### src/rtl/core/flre_pkg.sv
// shared types and constants for the framebuffer line raster engine
// no dependencies

package flre_pkg;

  localparam int SCREEN_WIDTH_DEF  = 128;
  localparam int SCREEN_HEIGHT_DEF = 64;

  localparam int COORD_W = 10;
  localparam int DELTA_W = 10;
  localparam int ERR_W   = 12;

  typedef enum logic [2:0] {
    REQ_PIXEL  = 3'd0,
    REQ_LINE   = 3'd1,
    REQ_FILL   = 3'd2,
    REQ_INVERT = 3'd3,
    REQ_READ   = 3'd4
  } req_t;

  typedef struct packed {
    logic load;
    logic step;
    logic cnt_inc;
    logic rd_pix;
    logic rd_cnt;
    logic rd_idx;
    logic wr_pix;
    logic wr_fill;
    logic wr_inv;
    logic wr_clear;
    logic finish;
    logic read_out;
  } cmd_t;

  typedef struct packed {
    logic line_end;
    logic cnt_last;
  } stat_t;

endpackage

### src/rtl/core/flre_ctrl.sv
// controller state machine: sequences clear, plot, fill, invert and read
// commands over the datapath; uses flre_pkg

module flre_ctrl (
  input  logic             clk,
  input  logic             rst,
  input  logic             start,
  input  logic [2:0]       req_type,
  input  flre_pkg::stat_t  stat,
  output flre_pkg::cmd_t   cmd,
  output logic             busy,
  output logic             done
);

  typedef enum logic [8:0] {
    ST_CLEAR     = 9'b000000001,
    ST_IDLE      = 9'b000000010,
    ST_PLOT_RD   = 9'b000000100,
    ST_PLOT_WR   = 9'b000001000,
    ST_FILL      = 9'b000010000,
    ST_INV_RD    = 9'b000100000,
    ST_INV_WR    = 9'b001000000,
    ST_READ_RD   = 9'b010000000,
    ST_READ_WAIT = 9'b100000000
  } state_t;

  state_t state, state_next;

  always_comb begin
    cmd        = '0;
    state_next = state;
    unique case (state)
      ST_CLEAR: begin
        cmd.wr_clear = 1'b1;
        cmd.cnt_inc  = 1'b1;
        if (stat.cnt_last) begin
          state_next = ST_IDLE;
        end
      end
      ST_IDLE: begin
        if (start) begin
          cmd.load = 1'b1;
          unique case (req_type)
            flre_pkg::REQ_PIXEL,
            flre_pkg::REQ_LINE:   state_next = ST_PLOT_RD;
            flre_pkg::REQ_FILL:   state_next = ST_FILL;
            flre_pkg::REQ_INVERT: state_next = ST_INV_RD;
            flre_pkg::REQ_READ:   state_next = ST_READ_RD;
            default:              cmd.finish = 1'b1;
          endcase
        end
      end
      ST_PLOT_RD: begin
        cmd.rd_pix = 1'b1;
        state_next = ST_PLOT_WR;
      end
      ST_PLOT_WR: begin
        cmd.wr_pix = 1'b1;
        if (stat.line_end) begin
          cmd.finish = 1'b1;
          state_next = ST_IDLE;
        end else begin
          cmd.step   = 1'b1;
          state_next = ST_PLOT_RD;
        end
      end
      ST_FILL: begin
        cmd.wr_fill = 1'b1;
        cmd.cnt_inc = 1'b1;
        if (stat.cnt_last) begin
          cmd.finish = 1'b1;
          state_next = ST_IDLE;
        end
      end
      ST_INV_RD: begin
        cmd.rd_cnt = 1'b1;
        state_next = ST_INV_WR;
      end
      ST_INV_WR: begin
        cmd.wr_inv = 1'b1;
        if (stat.cnt_last) begin
          cmd.finish = 1'b1;
          state_next = ST_IDLE;
        end else begin
          cmd.cnt_inc = 1'b1;
          state_next  = ST_INV_RD;
        end
      end
      ST_READ_RD: begin
        cmd.rd_idx = 1'b1;
        state_next = ST_READ_WAIT;
      end
      ST_READ_WAIT: begin
        cmd.finish   = 1'b1;
        cmd.read_out = 1'b1;
        state_next   = ST_IDLE;
      end
      default: begin
        state_next = ST_IDLE;
      end
    endcase
  end

  always_ff @(posedge clk) begin
    if (rst) begin
      state <= ST_CLEAR;
      done  <= 1'b0;
    end else begin
      state <= state_next;
      done  <= cmd.finish;
    end
  end

  assign busy = (state != ST_IDLE);

endmodule

### config.mk
export PLATFORM = sky130hd
export DESIGN_NAME = flre_ctrl
export DESIGN_NICKNAME = d
export VERILOG_FILES = /design/src/rtl/core/flre_pkg.sv /design/src/rtl/core/flre_ctrl.sv
export SDC_FILE = /design/constraint.sdc
export NUM_CORES = 1
export LEC_CHECK = 0
export BUFFER_PORTS_ARGS = -buffer_cell sky130_fd_sc_hd__buf_2
export CORE_UTILIZATION = 45
export DETAILED_ROUTE_END_ITERATION = 8
export GPL_ROUTABILITY_DRIVEN = 0
export PLACE_DENSITY = 0.76
export REMOVE_ABC_BUFFERS = 1
export SYNTH_ARGS = -nofsm -noshare
export SYNTH_HDL_FRONTEND = slang
export SYNTH_SLANG_ARGS = --single-unit
### constraint.sdc
create_clock -name clk -period 2.2 [get_ports clk]
set_clock_uncertainty 0.1 [all_clocks]
set_input_delay 0 -clock clk [delete_from_list [all_inputs] [get_ports clk]]
set_output_delay 0 -clock clk [all_outputs]
set_load 0.01 [all_outputs]
# After elaboration in Yosys (flattened, before gate mapping)

Cells that the tools add are included.

Flip-flop bits (word level): 10
Output and inout port bits: 14
Bits of input ports: 8

Muxes and demuxes: 25
Equality and inequality tests: 17
Reductions and logical operators: 6

Operator list:

| kind                                                 | count |
|---|---|
| case mux 9 bit (7 select lines)                      | 1 |
| case mux 9 bit (4 select lines)                      | 1 |
| two-way mux 9 bit                                    | 2 |
| two-way mux 1 bit                                    | 17 |
| equality test 9 x 1 -> 1 bit (second input constant) | 1 |
| equality test 9 x 2 -> 1 bit (second input constant) | 1 |
| equality test 9 x 3 -> 1 bit (second input constant) | 1 |
| equality test 9 x 4 -> 1 bit (second input constant) | 1 |
| equality test 9 x 5 -> 1 bit (second input constant) | 1 |
| equality test 9 x 6 -> 1 bit (second input constant) | 1 |
| equality test 9 x 7 -> 1 bit (second input constant) | 1 |
| equality test 9 x 8 -> 1 bit (second input constant) | 1 |
| equality test 9 bit (second input constant)          | 1 |
| != test 9 x 2 -> 1 bit (second input constant)       | 1 |
| equality test 3 x 2 -> 1 bit (second input constant) | 2 |
| two-way mux 6 bit                                    | 1 |
| OR reduction 2 bit                                   | 3 |
| != test 5 x 1 -> 1 bit (second input constant)       | 1 |
| OR reduction 5 bit                                   | 1 |
| case mux 1 bit (4 select lines)                      | 1 |
| equality test 3 x 1 -> 1 bit (second input constant) | 1 |
| equality test 3 bit (second input constant)          | 1 |
| logical NOT 3 bit                                    | 1 |
| two-way mux 3 bit                                    | 1 |
| other kinds (4)                                      | 4 |

# Longest topological paths before layout

Gate-level depths: netlist of run 1.

Depth in word-level cells: 5
Depth in mapped cells: 6
Depth with buffers taken out: 5

# Least setup slack after synthesis of run 1

No wires, ideal clock.

Path type: reg2reg
Start point: reg state[4]
End point: reg state[8]
Cell stages (with the launch flop): 5
Path slack: 0.490 ns
Arrival time: 1.530 ns
Data required time: 2.020 ns
Library setup time: 0.080 ns
Clock period less this slack: 1.710 ns
Cell sequence: dfxtp_1 nor3_2 nand3b_1 nor4b_1 nor3b_1

Word-level cells in the longest chain between the ends: 4
Elaborated cells between the ends (all ways): 14
Those cells by class: 11 x eq/ne; 1 x mux; 2 x reduce/logical

Ends and longest elaborated chain:

| item                                                                                | RTL line         | text |
|---|---|---|
| start, declared                                                                     | flre_ctrl.sv:27  | `state_t state, state_next;` |
| start signal, assigned                                                              | flre_ctrl.sv:109 | `state <= state_next;` |
| equality test 9 x 5 -> 1 bit / equality test 9 x 1 -> 1 bit (equally long branches) | flre_ctrl.sv:32  | `unique case (state)` |
| OR reduction 2 bit (no source line)                                                 | n/a              |  |
| != test 2 x 1 -> 1 bit (no source line)                                             | n/a              |  |
| AND reduction 3 bit (no source line)                                                | n/a              |  |

Several ways; a longest one is shown, not always the timed one.
A chain may end at the register's enable or synchronous reset.

==> summary.md, run 1 <==
| Metric | Value |
|---|---|
| Detailed Place HPWL | `1357 um` |
| Top FF cell, synth | `dfxtp_1` |
| Post-synth top cells | `nor2_1, dfxtp_1, a21oi_1` |
| Ys Warns | `0` |
| Crit Path Max Fanout | `9` |
| Core ar. | `1489 sq um` |
| Clk buf depth | `2` |
| Vias in the first global route | `695` |
| Slew HR | `72.33%` |
| Ys async rst share | `0%` |
| EDFF count, synth | `0` |
| Final hold slack | `0.03930 ns` |
| Hold Path End | `state[7]` |
| Worst-Margin Slew | `0.4150 ns` |
| WL final | `1824 um` |
| Final ANT Viol Nets | `0` |
| Final Hold Fails | `0` |
| RSZ-0062 raised after global routing | `false` |
| Max H-tree Level | `1` |
| Crit path capture type | `primary output` |
| Root Buffer Master | `clkbuf_4` |
| Routed vias/inst | `5.985` |
| Layout cells sized above 1 | `30.70%` |
| Setup Buffers After CTS | `0` |
| Die width | `41.85 um` |
| Initial DRC Count | `19` |
| Reg-to-Reg End | `state[2]` |
| Via count of the routed design | `778` |
| First-pass DRT Iterations | `4` |
| Min cycle time layout | `1.981 ns` |
| Critical Path AT | `1.88 ns` |
| Most numerous cell in the Yosys netlist | `nor2_1` |
| Antenna Cells | `0` |
| Startpoint type of the worst setup path | `flip-flop` |
| Largest net degree at the start of global routing | `12` |
| Fill count | `125` |
| # DRC | `0` |
| Origin of the critical flop-to-flop path | `state[6]` |
| Pwr per Cell Area | `506.5 nW/um^2` |
| Peak supply drop | `0.5107 mV` |
| IO Pins | `22` |
| TritonCTS buffer count | `3` |
| Leak | `0.4038 nW` |
| Hold Path Stages | `4` |
| Critical path data required time | `2.10 ns` |
| GRT overflow | `0` |
| First-pass GRT wire length | `2829 um` |
| Finished Core Util | `60.25%` |
| Largest cells by area after synthesis | `dfxtp_1, nor2_1, a21oi_1` |
| Fmax | `504.7 MHz` |
| PortBufs | `21` |
| Cts repair resizes | `0` |
| Synthesized netlist cell count | `88` |
| Rows | `14` |
| CTS hold repair buffers | `5` |
| Initial core utilization | `47.98%` |
| Chip height | `41.85 um` |
| Flop-to-flop setup slack | `0.38 ns` |
| Post-synth top area cell | `dfxtp_1` |
| Fin crit share | `90.06%` |
| TNS Setup | `0 ns` |
| Status | `complete, no violations` |
| Clk_lat worst skew | `0.27 ns` |
| Wire per inst | `14.03 um` |
| Post-synth top area share | `28.02%` |
| Hold crit path type | `in2reg` |
| Seq/Total Area, Yosys | `28.02%` |
| Initial antenna violation count | `0` |
| Worst-path clk slew | `0.06 ns` |
| Critical path class | `reg2out` |
| Nets@finish | `123` |
| Syn Area/Cell | `8.119 sq um` |
| Die area | `1751 sq um` |
| Clock Sink Count | `10` |
| Worst reg-to-reg path cell count | `5` |
| CTS tree | `yes` |
| Hold_sp | `start` |
| Max_cap viols | `0` |
| GRT Total Usage | `21.11%` |
| Synth-to-Final Area Change | `25.57%` |
| Finish-stage setup viols | `0` |
| Cell variety after synth | `38` |
| Slew Limit Fails | `0` |
| Synthesized area | `714.4 sq um` |
| #FFs+latches synth | `10` |
==> cell families after synthesis <==
group	synth area share, %
DFF	28.02
and+or+nand+nor	45.89
buffers and inverters	5.604
xor gates and xnor gates	2.452
AOI/OAI and AO/OA	18.04
==> where the power goes <==
group | total, W | switching [W] | internal [W]
registers | 0.000198 | 0.0000114 | 0.000186
clock network | 0.000165 | 0.0000644 | 0.000100
logic | 0.0000920 | 0.0000504 | 0.0000416
==> worst max-delay path, stage by stage, from the launching register on <==
cell	delay, ns
dfxtp_1	0.41
nor3_4	0.28
nand4_2	0.20
or3_4	0.38
o221ai_2	0.17
buf_2	0.17
==> registers in the layout, summed over array words and instances (netlist names) <==
signal / flops
state: 9
done: 1
==> final cells by class <==
type / count / area [sq um] / area share (%)
clock buffer: 4 / 36.28 / 4.045
inverter: 3 / 11.26 / 1.255
multi-input combinational: 71 / 474.2 / 52.86
sequential: 10 / 200.2 / 22.32
tap: 16 / 20.02 / 2.232
timing repair buffer: 26 / 155.1 / 17.29
==> through the flow <==
step	power (W)	worst slack, ns	cells	area (sq um)
floorplan	0.0002530	0.4901	84	685.7
global placement	0.0002836	0.4033	121	810.8
detailed placement	0.0002848	0.3916	121	810.8
CTS	0.0004565	0.2316	130	897.1
global route	0.0004684	0.1470	130	897.1
finish	0.0004544	0.2186	130	897.1
==> worst max-delay path by stage <==
stage,start,end,slack [ns],depth (start not counted)
3_5_place_dp,state[6],state[2],0.39,5
5_1_grt,state[6],cmd[1],0.15,5
2_1_floorplan,state[4],state[8],0.49,4
4_1_cts,state[6],cmd[1],0.23,5
3_3_place_gp,state[6],state[2],0.40,5
6_report,state[6],cmd[1],0.22,5
==> metal layers <==
metal | part of all wire, % | GRT usage, % | up-vias
li1 | - | - | 373
met1 | 40 | 24.12 | 367
met2 | 52 | 38.44 | 31
met3 | 4.5 | 1.304 | 7
met4 | 3.0 | 11.61 | 0
met5 | 0 | 0 | -
==> cells in the final DEF (no fill, tap or decap), types with 2 or more instances in the layout <==
master	instances
o21ai_0	6
clkbuf_4	3
dfxtp_1	10
nor4b_1	2
nor3b_1	3
nor3_1	2
inv_1	3
xor2_1	2
nand2b_1	4
and3_1	3
nor2_1	11
nand2_1	4
a21oi_1	7
dlygate4sd3_1	5
nand3b_1	3
buf_2	21
nor4_1	2
nor2b_1	2
No activity file was read; power rests on OpenSTA's default activity.
==> run 2, diff against run 1 <==
--- a/config.mk
+++ b/config.mk
@@ -6,11 +6,12 @@
 export NUM_CORES = 1
 export LEC_CHECK = 0
 export BUFFER_PORTS_ARGS = -buffer_cell sky130_fd_sc_hd__buf_2
-export CORE_UTILIZATION = 45
+export CORE_UTILIZATION = 49
 export DETAILED_ROUTE_END_ITERATION = 8
 export GPL_ROUTABILITY_DRIVEN = 0
-export PLACE_DENSITY = 0.76
+export PLACE_DENSITY = 0.81
 export REMOVE_ABC_BUFFERS = 1
+export SLEW_MARGIN = 25
 export SYNTH_ARGS = -nofsm -noshare
 export SYNTH_HDL_FRONTEND = slang
 export SYNTH_SLANG_ARGS = --single-unit
==> summary.md, run 2 (synthesized netlist as in run 1, its figures left out) <==
| Metric | Value |
|---|---|
| Status | `complete, no violations` |
| Finish-stage setup viols | `0 (unchanged)` |
| Fin crit share | `90.51% (+0.44 points)` |
| Pwr Total | `0.0004580 W (+0.80%)` |
| Slew Limit Fails | `0 (unchanged)` |
| Largest register FFs | `9 (unchanged)` |
| GRT Total Usage | `25.61% (+4.5 points)` |
| Antenna Cells | `0 (unchanged)` |
| Final ANT Viol Nets | `0 (unchanged)` |
| Die area | `1615 sq um (-7.8%)` |
| Chip height | `40.19 um (-4.0%)` |
| Initial DRC Count | `17 (-2)` |
| Critical Path AT | `1.89 ns (about the same)` |
| Nets@finish | `124 (+0.81%)` |
| Crit path capture type | `primary output` |
| TNS Setup | `0 ns (unchanged)` |
| First-pass DRT Iterations | `4 (unchanged)` |
| WL final | `1751 um (-4.0%)` |
| Wire per inst | `13.47 um (-4.0%)` |
| Largest net degree at the start of global routing | `12 (unchanged)` |
| Worst-Margin Slew | `0.4325 ns (+0.01743 ns)` |
| PortBufs | `21 (unchanged)` |
| CTS tree | `yes` |
| IO Pins | `22 (unchanged)` |
| Root Buffer Master | `clkbuf_4` |
| TritonCTS buffer count | `3 (unchanged)` |
| # DRC | `0 (unchanged)` |
| Leak | `0.4091 nW (+1.3%)` |
| Crit Path Max Fanout | `6 (-3)` |
| Initial core utilization | `53.56% (+5.6 points)` |
| Slew HR | `70.90% (-1.4 points)` |
| Most common cell after layout, fill and taps aside | `buf_2` |
| Startpoint type of the worst setup path | `flip-flop` |
| Worst-path clk slew | `0.07 ns (about the same)` |
| Layout cells sized above 1 | `31.30% (+0.60 points)` |
| Clk buf depth | `2 (unchanged)` |
| Max_cap viols | `0 (unchanged)` |
| Final cell count without fillers | `130 (unchanged)` |
| Synth-to-Final Area Change | `26.44%` |
| Via count of the routed design | `732 (-5.9%)` |
| Core ar. | `1334 sq um (-10%)` |
| RSZ-0062 raised after global routing | `false` |
| Detailed Place HPWL | `1293 um (-4.7%)` |
| Fmax | `502.2 MHz (-0.49%)` |
| Final hold slack | `0.01792 ns (-0.02138 ns)` |
| Max H-tree Level | `1 (unchanged)` |
| First-pass GRT wire length | `2704 um (-4.4%)` |
| Final Hold Fails | `0 (unchanged)` |
| Routed vias/inst | `5.631 (-5.9%)` |
| Pwr per Cell Area | `507.0 nW/um^2 (about the same)` |
| Initial antenna violation count | `0 (unchanged)` |
| Die width | `40.19 um (-4.0%)` |
| Rows | `13 (-1)` |
| Largest regs | `state: 9 flops, done: 1 flops` |
| Finished layout cell area | `903.4 sq um (+0.70%)` |
| Largest Register | `state` |
| Critical path data required time | `2.10 ns (about the same)` |
| Placed Cells | `121 (unchanged)` |
| GRT overflow | `0 (unchanged)` |
| Hold crit path type | `in2reg` |
| Placed Area | `817.0 sq um (+0.77%)` |
| Critical path class | `reg2out` |
| Clk_lat worst skew | `0.27 ns (about the same)` |
| Vias in the first global route | `640 (-7.9%)` |
| Clock Sink Count | `10 (unchanged)` |
| Commonest non-fill, non-tap cells in the layout | `buf_2, nor2_1, dfxtp_1, a21oi_1, o21ai_0` |
| Min cycle time layout | `1.991 ns (+0.009760 ns)` |
| Peak supply drop | `0.3689 mV (-28%)` |
-- run 2: changes by cell type in the layout (fill, tap and decap cells not counted) --
cell,delta
buf_4,+1
-- run 2: path summary, 6_finish.rpt --
check | startpoint | endpoint | slack (ns) | depth (start not counted)
hold reg to reg | state[4] | state[4] | 0.51 | 2
setup / recovery | state[4] | cmd[1] | 0.21 | 5
hold / removal | start | state[7] | 0.02 | 4
setup reg to reg | state[6] | state[2] | 0.39 | 5
-- run 2: stage by stage --
stage / setup WS (ns) / utilization (%)
after floorplan: 0.4901 / -
after detailed placement: 0.4257 / 61.26
after CTS: 0.2453 / 67.73
after global routing: 0.1186 / 67.73
after global placement: 0.4930 / 61.26
final: 0.2088 / 67.73
-- run 2: timing repair --
action | CTS | global route
hold endpoints to repair | 7 | 0
setup buffers | 0 | 0
gates resized for setup | 0 | 0
hold buffers | 5 | 0
-- run 2: where the power goes --
| part | switching (W) | total [W] | internal [W] |
|---|---|---|---|
| registers | 0.0000108 | 0.000197 | 0.000186 |
| logic | 0.0000491 | 0.0000921 | 0.0000430 |
| clock network | 0.0000684 | 0.000169 | 0.000101 |
| total | 0.000128 | 0.000458 | 0.000330 |
-- run 2: critical path, stage by stage (launching register included) --
cell and delay [ns]:
dfxtp_1 0.38, nor3_2 0.33, nand4_2 0.23, or3_4 0.39, o221ai_2 0.14, buf_2 0.16
-- run 2: layer usage --
metal,GRT usage [%],wire [um],vias up
li1,-,-,374
met1,31.86,836,332
met2,44.35,834,21
met3,3.333,58,5
met4,10.00,23,0
met5,0,0,-
-- run 2: cell type report --
| class | count | area (sq um) |
|---|---|---|
| Clock buffer | 4 | 36.28 |
| Sequential cell | 10 | 200.2 |
| Multi-Input combinational cell | 71 | 474.2 |
| Inverter | 3 | 11.26 |
| Tap cell | 15 | 18.77 |
| Fill cell | 98 | 430.4 |
| Timing Repair Buffer | 27 | 162.7 |
==> run 3, diff against run 2 <==
==> constraint.sdc (replaced) <==
create_clock -name clk -period 2.2 [get_ports clk]
set_clock_uncertainty 0.1 [all_clocks]
set_input_delay 0 -clock clk [delete_from_list [all_inputs] [get_ports clk]]
set_output_delay 0 -clock clk [all_outputs]
set_load 0.1 [all_outputs]
==> summary.md, run 3 (synthesized netlist as in run 1, its figures left out) <==
| Metric | Value |
|---|---|
| First-pass GRT wire length | `2504 um (-7.4%)` |
| Setup Buffers After CTS | `0 (unchanged)` |
| Clock Sink Count | `10 (unchanged)` |
| Status | `complete, no violations` |
| Setup crit start | `state[4]` |
| Routed vias/inst | `5.781 (+2.7%)` |
| Reg area | `200.2 sq um (unchanged)` |
| Largest Register | `state` |
| Origin of the critical flop-to-flop path | `state[6]` |
| Slew HR | `67.58% (-3.3 points)` |
| Synth-to-Final Area Change | `27.15%` |
| GRT Total Usage | `23.99% (-1.6 points)` |
| CTS tree | `yes` |
| Crit path capture type | `primary output` |
| Largest net degree at the start of global routing | `12 (unchanged)` |
| IO Pins | `22 (unchanged)` |
| Chip height | `40.19 um (unchanged)` |
| Critical path class | `reg2out` |
| Rows | `13 (unchanged)` |
| Fmax | `473.5 MHz (-5.7%)` |
| First-pass DRT Iterations | `4 (unchanged)` |
| PortBufs | `21 (unchanged)` |
| Min cycle time layout | `2.112 ns (+0.1208 ns)` |
| Initial core utilization | `53.56% (unchanged)` |
| Wire per inst | `13.81 um (+2.5%)` |
| Max_cap viols | `0 (unchanged)` |
| Worst-Margin Slew | `0.4897 ns (+0.05725 ns)` |
| Fin crit share | `96.00% (+5.5 points)` |
| Via count of the routed design | `740 (+1.1%)` |
| Final worst setup slack | `0.08805 ns (-0.1208 ns)` |
| Largest regs | `state: 9 flops, done: 1 flops` |
| Die area | `1615 sq um (unchanged)` |
| Layout cells sized above 1 | `30.97% (-0.33 points)` |
| Antenna Cells | `0 (unchanged)` |
| Fill count | `119 (+21%)` |
| Core ar. | `1334 sq um (unchanged)` |
| Hold_sp | `req_type[2]` |
| Vias in the first global route | `616 (-3.8%)` |
| Clk_lat worst skew | `0.27 ns (about the same)` |
| Peak supply drop | `0.5524 mV (+50%)` |
| Die width | `40.19 um (unchanged)` |
| WL final | `1768 um (+0.97%)` |
| Initial antenna violation count | `0 (unchanged)` |
| Crit Path Max Fanout | `6 (unchanged)` |
| Multi-input logic area | `474.2 sq um (unchanged)` |
| # DRC | `0 (unchanged)` |
| Worst-path clk slew | `0.07 ns (about the same)` |
| Leak | `0.4016 nW (-1.8%)` |
| Nets@finish | `122 (-1.6%)` |
| Placed Cells | `120 (-0.83%)` |
| TritonCTS buffer count | `3 (unchanged)` |
| Root Buffer Master | `clkbuf_4` |
| GRT overflow | `0 (unchanged)` |
| Startpoint type of the worst setup path | `flip-flop` |
| Final ANT Viol Nets | `0 (unchanged)` |
| Largest register FFs | `9 (unchanged)` |
| Detailed Place HPWL | `1331 um (+3.0%)` |
| Slew Limit Fails | `0 (unchanged)` |
| Finish-stage setup viols | `0 (unchanged)` |
| Most common cell after layout, fill and taps aside | `buf_2` |
| Final Hold Fails | `0 (unchanged)` |
| Pre-CTS setup slack | `0.2977 ns (-0.1280 ns)` |
| Pwr per Cell Area | `569.1 nW/um^2 (+12%)` |
| Max H-tree Level | `1 (unchanged)` |
| Final cell count without fillers | `128 (-1.5%)` |
| Hold crit path type | `in2reg` |
| Critical path data required time | `2.10 ns (about the same)` |
| Critical Path AT | `2.01 ns (+0.12 ns)` |
| Commonest non-fill, non-tap cells in the layout | `buf_2, nor2_1, dfxtp_1, a21oi_1, o21ai_0` |
| Clk buf depth | `2 (unchanged)` |
| Initial DRC Count | `18 (+1)` |
-- run 3: cell types whose count changed in the layout (fill, tap and decap cells not counted), sizes merged --
| cell | delta |
|---|---|
| buf | -3 |
| clkbuf | +2 |
| dlygate4sd3 | -1 |
-- run 3: metrics by stage --
stage	instance area [sq um]	hold slack [ns]	setup TNS, ns	utilization (%)	total power, W
3_3_place_gp	824.5	0.1132	0	61.82	0.0003420
3_5_place_dp	824.5	0.1207	0	61.82	0.0003446
2_1_floorplan	685.7	-0.03093	-16.35	-	0.0003113
4_1_cts	903.4	0.01370	0	67.73	0.0005169
6_report	908.4	0.01308	0	68.11	0.0005169
5_1_grt	908.4	0.03316	-0.002211	68.11	0.0005368
-- run 3: timing repair --
item,CTS,global route
hold endpoints to repair,7,0
setup endpoints to repair,1,2
hold buffers,4,0
resized for setup,1,2
gates cloned,0,0
-- run 3: path summary, 6_finish.rpt --
| check | to | slack (ns) | cells after the start |
|---|---|---|---|
| worst min-delay path | state[7] | 0.01 | 4 |
| worst max register to register | state[2] | 0.38 | 5 |
| worst min register to register | state[4] | 0.46 | 2 |
| worst max-delay path | cmd[6] | 0.09 | 4 |
-- run 3: per-layer routing --
metal	global-route usage [%]	vias to the layer above	routed length, um
li1	-	373	-
met1	27.80	331	771
met2	43.55	32	882
met3	3.333	4	95
met4	10.00	0	19
met5	0	-	0
-- run 3: cell type report --
type / instances / share of cell area [%]
Inverter: 3 / 1.240
Tap cell: 15 / 2.066
Clock buffer: 4 / 3.994
Multi-Input combinational cell: 71 / 52.20
Timing Repair Buffer: 25 / 18.46
Sequential cell: 10 / 22.04
-- run 3: power breakdown --
group	total (W)	internal [W]	switching [W]
Sequential	0.000197	0.000186	0.0000108
Clock	0.000169	0.000101	0.0000683
Combinational	0.000151	0.0000431	0.000108
Total	0.000517	0.000330	0.000187
-- run 3: critical path, stage by stage, from the launching register on --
cell	delay, ns
dfxtp_1	0.36
nor3_2	0.31
nand3b_1	0.24
nor4b_1	0.45
buf_4	0.37
